$ cat config.mk
export PLATFORM = sky130hd
export DESIGN_NAME = utf8_stream_decoder_top_flat
export DESIGN_NICKNAME = d
export VERILOG_FILES = /design/src/rtl/core/utf8d_pkg.sv /design/src/rtl/core/utf8d_channels.sv /design/src/rtl/core/utf8d_core.sv /design/src/rtl/core/utf8_stream_decoder_top.sv /design/src/flat_wrapper.sv
export SDC_FILE = /design/constraint.sdc
export NUM_CORES = 1
export LEC_CHECK = 0
export BUFFER_PORTS_ARGS = -buffer_cell sky130_fd_sc_hd__buf_2
export CAP_MARGIN = 40
export CORE_UTILIZATION = 25
export CTS_BUF_LIST = sky130_fd_sc_hd__clkbuf_8
export DETAILED_ROUTE_END_ITERATION = 10
export PLACE_DENSITY = 0.44
export SYNTH_ARGS = -nofsm -noshare
export SYNTH_HDL_FRONTEND = slang
export SYNTH_SLANG_ARGS = --single-unit
$ cat constraint.sdc
create_clock -name clock -period 4.58 [get_ports clock]
set_input_delay 0.916 -clock clock [delete_from_list [all_inputs] [get_ports clock]]
set_output_delay 0.916 -clock clock [all_outputs]
set_load 0.02 [all_outputs]
$ cat src/rtl/core/utf8d_pkg.sv
// Shared types, constants and helpers for the UTF-8 stream decoder.
package utf8d_pkg;

   localparam int unsigned CodePointWidth = 31;
   localparam int unsigned ByteWidth      = 8;
   localparam int unsigned CountWidth     = 3;
   localparam int unsigned BufCountWidth  = 2;

   localparam logic [ByteWidth-1:0] LeadTwoMin   = 8'hC0;
   localparam logic [ByteWidth-1:0] LeadThreeMin = 8'hE0;
   localparam logic [ByteWidth-1:0] LeadFourMin  = 8'hF0;
   localparam logic [ByteWidth-1:0] LeadFiveMin  = 8'hF8;
   localparam logic [ByteWidth-1:0] LeadSixMin   = 8'hFC;

   localparam logic [1:0] ContTag = 2'b10;

   localparam logic [BufCountWidth-1:0] BufEmpty = 2'd0;
   localparam logic [BufCountWidth-1:0] BufOne   = 2'd1;
   localparam logic [BufCountWidth-1:0] BufFull  = 2'd2;

   typedef struct packed {
      logic [CodePointWidth-1:0] code_point;
      logic                      truncated;
      logic [ByteWidth-1:0]      bad_byte;
   } result_type;

   // Number of continuation bytes announced by a lead byte; zero for any byte below 0xC0.
   function automatic logic [CountWidth-1:0] follower_count(input logic [ByteWidth-1:0] b);
      logic [CountWidth-1:0] n;
      if (b < LeadTwoMin) begin
         n = 3'd0;
      end else if (b < LeadThreeMin) begin
         n = 3'd1;
      end else if (b < LeadFourMin) begin
         n = 3'd2;
      end else if (b < LeadFiveMin) begin
         n = 3'd3;
      end else if (b < LeadSixMin) begin
         n = 3'd4;
      end else begin
         n = 3'd5;
      end
      return n;
   endfunction

endpackage

$ cat src/rtl/core/utf8d_channels.sv
// Handshake channel interfaces for the decoder's request and result sides.
interface utf8d_req_if;
   import utf8d_pkg::*;
   logic                 valid;
   logic                 ready;
   logic [ByteWidth-1:0] in_byte;

   modport source (output valid, output in_byte, input ready);
   modport sink   (input valid, input in_byte, output ready);
endinterface

interface utf8d_rsp_if;
   import utf8d_pkg::*;
   logic                      valid;
   logic                      ready;
   logic [CodePointWidth-1:0] code_point;
   logic                      truncated;
   logic [ByteWidth-1:0]      bad_byte;

   modport source (output valid, output code_point, output truncated, output bad_byte,
                   input ready);
   modport sink   (input valid, input code_point, input truncated, input bad_byte,
                   output ready);
endinterface

$ cat src/rtl/core/utf8d_core.sv
// Sequence state and per-byte decode logic: accumulator and pending continuation count.
module utf8d_core
   import utf8d_pkg::*;
(
   input  logic                 clock,
   input  logic                 reset,
   input  logic                 step,
   input  logic [ByteWidth-1:0] in_byte,
   output logic                 emit,
   output result_type           result
);

   logic [CodePointWidth-1:0] accum_ff, accum_in;
   logic [CountWidth-1:0]     remaining_ff, remaining_in;
   logic [CountWidth-1:0]     lead_count;
   logic [CountWidth-1:0]     remaining_dec;
   logic [CodePointWidth-1:0] shifted;
   logic [CodePointWidth-1:0] padded;
   logic [ByteWidth-1:0]      lead_bits;
   logic                      is_cont;

   assign lead_count    = follower_count(in_byte);
   assign is_cont       = (in_byte[7:6] == ContTag);
   assign remaining_dec = remaining_ff - 3'd1;
   assign shifted       = {accum_ff[CodePointWidth-7:0], in_byte[5:0]};

   // Lead byte keeps its low (6 - count) bits.
   always_comb begin
      case (lead_count)
         3'd1:    lead_bits = in_byte & 8'h1F;
         3'd2:    lead_bits = in_byte & 8'h0F;
         3'd3:    lead_bits = in_byte & 8'h07;
         3'd4:    lead_bits = in_byte & 8'h03;
         default: lead_bits = in_byte & 8'h01;
      endcase
   end

   // A broken sequence is padded with one zero group per missing continuation byte.
   always_comb begin
      case (remaining_ff)
         3'd1:    padded = accum_ff << 6;
         3'd2:    padded = accum_ff << 12;
         3'd3:    padded = accum_ff << 18;
         3'd4:    padded = accum_ff << 24;
         3'd5:    padded = accum_ff << 30;
         default: padded = accum_ff;
      endcase
   end

   always_comb begin
      accum_in     = accum_ff;
      remaining_in = remaining_ff;
      emit         = 1'b0;
      result       = '0;
      if (remaining_ff == 3'd0) begin
         if (lead_count == 3'd0) begin
            accum_in          = {{(CodePointWidth-ByteWidth){1'b0}}, in_byte};
            emit              = 1'b1;
            result.code_point = {{(CodePointWidth-ByteWidth){1'b0}}, in_byte};
         end else begin
            accum_in     = {{(CodePointWidth-ByteWidth){1'b0}}, lead_bits};
            remaining_in = lead_count;
         end
      end else if (is_cont) begin
         accum_in          = shifted;
         remaining_in      = remaining_dec;
         emit              = (remaining_dec == 3'd0);
         result.code_point = shifted;
      end else begin
         accum_in          = padded;
         remaining_in      = 3'd0;
         emit              = 1'b1;
         result.code_point = padded;
         result.truncated  = 1'b1;
         result.bad_byte   = in_byte;
      end
   end

   always_ff @(posedge clock) begin
      if (reset) begin
         accum_ff     <= '0;
         remaining_ff <= '0;
      end else if (step) begin
         accum_ff     <= accum_in;
         remaining_ff <= remaining_in;
      end
   end

   a_remaining_range: assert property (@(posedge clock) disable iff (reset)
      remaining_ff <= 3'd5)
      else $error("continuation count out of range");

   a_trunc_idles: assert property (@(posedge clock) disable iff (reset)
      (step && emit && result.truncated) |=> (remaining_ff == 3'd0))
      else $error("decoder not idle after truncated sequence");

   a_emit_when_done: assert property (@(posedge clock) disable iff (reset)
      (step && remaining_ff != 3'd0 && is_cont) |=>
         ((remaining_ff == 3'd0) == $past(emit)))
      else $error("emit does not match end of sequence");

endmodule

$ cat src/rtl/core/utf8_stream_decoder_top.sv
// UTF-8 stream decoder top level: request register, decode core and two-entry result buffer.
//
// Decodes one byte per clock into code points under the legacy rules (up to five
// continuation bytes, 31-bit code points). A byte is taken into a request register,
// decoded from there against the sequence state, and its result (if any) lands in a
// two-entry result buffer, whose head entry is presented on the result side.
// Throughput is one byte per clock while the request register is not stalled, as the
// accumulator and continuation count are updated once per accepted byte; the request side
// stalls only while both result entries are held and the byte waiting in the request
// register would emit.
// Lead bytes and inner continuation bytes produce no result. A byte that breaks an open
// sequence yields a zero-padded, flagged result carrying that byte, and is consumed.
module utf8_stream_decoder_top
   import utf8d_pkg::*;
(
   input logic         clock,
   input logic         reset,
   utf8d_req_if.sink   req_bus,
   utf8d_rsp_if.source rsp_bus
);

   logic                     in_valid_ff;
   logic [ByteWidth-1:0]     in_byte_ff;
   logic                     fire;
   logic                     emit;
   logic                     push;
   logic                     pop;
   result_type               result;
   result_type               head_ff, tail_ff;
   logic [BufCountWidth-1:0] count_ff, count_in;

   assign fire            = in_valid_ff && (!emit || (count_ff != BufFull));
   assign req_bus.ready   = !in_valid_ff || fire;
   assign push            = fire && emit;
   assign rsp_bus.valid   = (count_ff != BufEmpty);
   assign pop             = rsp_bus.valid && rsp_bus.ready;

   assign rsp_bus.code_point = head_ff.code_point;
   assign rsp_bus.truncated  = head_ff.truncated;
   assign rsp_bus.bad_byte   = head_ff.bad_byte;

   utf8d_core u_core (
      .clock   (clock),
      .reset   (reset),
      .step    (fire),
      .in_byte (in_byte_ff),
      .emit    (emit),
      .result  (result)
   );

   always_comb begin
      count_in = count_ff;
      if (push && !pop) begin
         count_in = count_ff + 2'd1;
      end else if (pop && !push) begin
         count_in = count_ff - 2'd1;
      end
   end

   always_ff @(posedge clock) begin
      if (reset) begin
         in_valid_ff <= 1'b0;
         count_ff    <= BufEmpty;
      end else begin
         if (req_bus.ready) begin
            in_valid_ff <= req_bus.valid;
         end
         count_ff <= count_in;
      end
   end

   always_ff @(posedge clock) begin
      if (req_bus.valid && req_bus.ready) begin
         in_byte_ff <= req_bus.in_byte;
      end
      case (count_ff)
         BufEmpty: begin
            if (push) begin
               head_ff <= result;
            end
         end
         BufOne: begin
            if (push && pop) begin
               head_ff <= result;
            end else if (push) begin
               tail_ff <= result;
            end
         end
         default: begin
            if (pop) begin
               head_ff <= tail_ff;
            end
         end
      endcase
   end

   a_buf_bound: assert property (@(posedge clock) disable iff (reset)
      count_ff <= BufFull)
      else $error("result buffer overfilled");

   a_no_push_full: assert property (@(posedge clock) disable iff (reset)
      (count_ff == BufFull) |-> !push)
      else $error("request pushed into full result buffer");

   a_bad_byte_zero: assert property (@(posedge clock) disable iff (reset)
      (rsp_bus.valid && !rsp_bus.truncated) |-> (rsp_bus.bad_byte == 8'h00))
      else $error("bad byte reported without truncation");

   a_bad_not_cont: assert property (@(posedge clock) disable iff (reset)
      (rsp_bus.valid && rsp_bus.truncated) |-> (rsp_bus.bad_byte[7:6] != ContTag))
      else $error("continuation byte reported as breaking byte");

endmodule

$ cat src/flat_wrapper.sv
// flat-port wrapper written by rule: the top's interface ports become plain ports
module utf8_stream_decoder_top_flat import utf8d_pkg::*;
  (clock, reset, req_bus_valid, req_bus_in_byte, req_bus_ready, rsp_bus_valid, rsp_bus_code_point, rsp_bus_truncated, rsp_bus_bad_byte, rsp_bus_ready);
  utf8d_req_if req_bus_i ();
  utf8d_rsp_if rsp_bus_i ();
  input logic clock;
  input logic reset;
  input wire logic [$bits(req_bus_i.valid)-1:0] req_bus_valid;
  input wire logic [$bits(req_bus_i.in_byte)-1:0] req_bus_in_byte;
  output wire logic [$bits(req_bus_i.ready)-1:0] req_bus_ready;
  output wire logic [$bits(rsp_bus_i.valid)-1:0] rsp_bus_valid;
  output wire logic [$bits(rsp_bus_i.code_point)-1:0] rsp_bus_code_point;
  output wire logic [$bits(rsp_bus_i.truncated)-1:0] rsp_bus_truncated;
  output wire logic [$bits(rsp_bus_i.bad_byte)-1:0] rsp_bus_bad_byte;
  input wire logic [$bits(rsp_bus_i.ready)-1:0] rsp_bus_ready;
  assign req_bus_i.valid = req_bus_valid;
  assign req_bus_i.in_byte = req_bus_in_byte;
  assign req_bus_ready = req_bus_i.ready;
  assign rsp_bus_valid = rsp_bus_i.valid;
  assign rsp_bus_code_point = rsp_bus_i.code_point;
  assign rsp_bus_truncated = rsp_bus_i.truncated;
  assign rsp_bus_bad_byte = rsp_bus_i.bad_byte;
  assign rsp_bus_i.ready = rsp_bus_ready;
  utf8_stream_decoder_top u_core (.clock(clock), .reset(reset), .req_bus(req_bus_i), .rsp_bus(rsp_bus_i));
endmodule
==> run metrics <==
status finished, final reports clean; DP HPWL 10300 um; synth-to-layout area growth 16.1%; port buffer count 53; share of layout cells above drive strength 1 24.3%; H-Tree Depth 4; first-pass GRT wire length 24800 um; Routed WL 15600 um; M1 GR Usage 17.4%; EDFF count, synth 88; Max Clk Rate 300 MHz; largest net degree at the start of global routing 51; grt met2 use 21.2%; final hold vios 0; DRC viols 0; Final Max Tran Viols 0; Area after DPL 6600 sq um; Die Wd 157 um; I/O pin cnt 54; Setup violations, final 0; FP Rows 56; CTS resizes 0; Synth Cell Area 6010 sq um; Hold Crit Class reg -> reg; clock sinks 125; Leakage 0.00254 uW; First-pass DRT Iterations 5; Seq cells post-synth 125; post-synthesis instance total 543; detailed router's first-iteration violation count 495; Slew @ Worst Pin 0.879 ns; Final min period 3.34 ns; area leader, netlist edfxtp_1; top cells by area, synth edfxtp_1 (44%), dfxtp_1 (12%), nor2_1 (4.6%); MaxCap Viol Count 0; top cell type's share of synthesized area 43.9%; met3 usage in global routing 3.25%; Final Worst Setup Slack 1.24 ns; die height 157 um; critical path data required time 3.66 ns; Net Count, Synth 565; final net count 606; Clock Latency Late Sink 0.44 ns; Starting Density 25.5%; Yosys cell types 59; antenna cell count 0; critical path class reg -> out; fin crit share 72.9%; post-route ant nets 0; GRT Total Usage 13.3%; setup bufs post-CTS 0; peak supply drop 0.249 mV; Core ar. 23500 sq um; synth warn 0; Mapped Avg Cell Area 11.1 sq um; number of global-route vias before repair 4483; die area 24700 sq um; asr flop ratio synth 0%; sequential fraction of the synthesis area 56.3%; gpl congestion 0.773; Via density 4.88; CP max FO 17; Reg clk slew, reported paths 0.07 ns; main flop type after synthesis edfxtp_1; CTS buffer count 17; Cell Pwr Density 535 nW/um^2; remaining global-route overflow 0; routed via count 4474; GRT busiest layer met2; setup_tns 0 ns; antenna violations before repair 0; RSZ-0062 raised after global routing false; Slew headroom 40.9%; root buffer cell clkbuf_8; Setup Skew 0.0104 ns; Place WS 1.46 ns; Core Util, Final 29.7%; Worst Setup Start Kind flip-flop; CTS tree done; Crit. End Element output port; Tot Pwr 3740 uW; Critical Path AT 2.42 ns; Final Cell Area 6980 sq um; clock tree buffer depth 2; WL per Instance 17.0 um; Hold Buf Count CTS 0
routing by layer:
layer | share of wire, % | vias up
li1 | - | 2123
met1 | 46 | 2170
met2 | 47 | 162
met3 | 5.9 | 19
met4 | 1.6 | 0
met5 | 0 | -
worst paths after layout:
| kind | end | slack (ns) | cells past startpoint | start |
|---|---|---|---|---|
| max | req_bus_ready | 1.24 | 7 | u_core.u_core.remaining_ff[0] |
| min | u_core.rsp_bus.code_point[7] | 0.52 | 2 | u_core.tail_ff[16] |
| max reg2reg | u_core.rsp_bus.code_point[25] | 1.43 | 8 | u_core.u_core.remaining_ff[0] |
| min reg2reg | u_core.rsp_bus.code_point[7] | 0.52 | 2 | u_core.tail_ff[16] |
flip-flops by register name (all words and copies together) (netlist names):
name                        cells
u_core.u_core.accum_ff         31
u_core.rsp_bus.bad_byte         8
u_core.tail_ff                 40
u_core.rsp_bus.code_point      31
u_core.rsp_bus.truncated        1
u_core.in_valid_ff              1
u_core.in_byte_ff               8
u_core.u_core.remaining_ff      3
u_core.count_ff                 2
critical path: stages (launching register included):
cell and delay [ns]:
dfxtp_1 0.34, inv_1 0.13, ha_1 0.66, nand2_1 0.27, o21ai_2 0.17, nand2_1 0.08
nand4_1 0.14, buf_2 0.19
cell usage after synthesis (3+ instances only):
library cell / count
edfxtp_1: 88
nor2_1: 74
nand2_1: 38
a21oi_1: 37
dfxtp_1: 37
inv_1: 25
clkbuf_1: 16
mux2_2: 16
nor3_1: 16
buf_2: 15
nand3_1: 14
a211oi_2: 12
a221oi_1: 12
a22o_1: 11
ha_1: 10
o21ai_0: 9
buf_4: 7
o2111ai_1: 7
or3_1: 7
a221oi_2: 6
a222oi_1: 6
a22oi_1: 6
o211ai_2: 6
and3_1: 5
nand4_1: 5
nor2b_1: 5
o21ai_1: 5
buf_1: 4
o31ai_1: 4
and2_1: 3
o22ai_1: 3
logic make-up (layout without fill, tap and decap cells):
kind of cell	Yosys count	after routing	share of synthesized area, %
xor+xnor	2	2	0.291
compound gates	144	144	19.5
mux	16	16	3.00
flops	125	125	56.3
buf+inv	68	122	5.12
simple gates	178	178	13.8
fa+ha+maj	10	10	2.08
placed cells by master, fill, tap and decap left out, types with 3 or more instances in the layout:
cell,count
and3_1,5
edfxtp_1,88
a222oi_1,6
o31ai_1,4
nand4_1,5
or3_1,7
inv_1,27
dfxtp_1,37
a221oi_2,6
buf_4,9
buf_2,53
clkinv_2,3
nand2_1,38
o22ai_1,3
o21ai_1,5
nor2b_1,5
o211ai_2,6
mux2_2,16
a211oi_2,12
clkinvlp_4,4
clkbuf_8,19
a22o_1,11
a22oi_1,6
and2_1,3
o2111ai_1,7
ha_1,10
nor3_1,16
o21ai_0,9
nand3_1,14
a221oi_1,12
nor2_1,73
a21oi_1,37
power breakdown:
part           total, uW  internal, uW  switching [uW]
Sequential          1680          1560             125
Clock                950           503             447
Combinational       1100           347             756
Total               3740          2410            1330
stage by stage:
step	std cells	hold WS, ns
after floorplan	543	0.474
after detailed placement	884	0.505
after CTS	916	0.523
after global placement	880	0.496
final	916	0.515
after global routing	916	0.551
cell type report:
cell class              count  area, sq um
inverters                  25         93.8
clock buffers              19          262
well taps                 319          399
fillers                  2468        16600
repair buffers             65          390
clock inverters            13          125
multi-input cells         350         2330
flip-flops and latches    125         3380
Power figures use the tool's default switching activity.
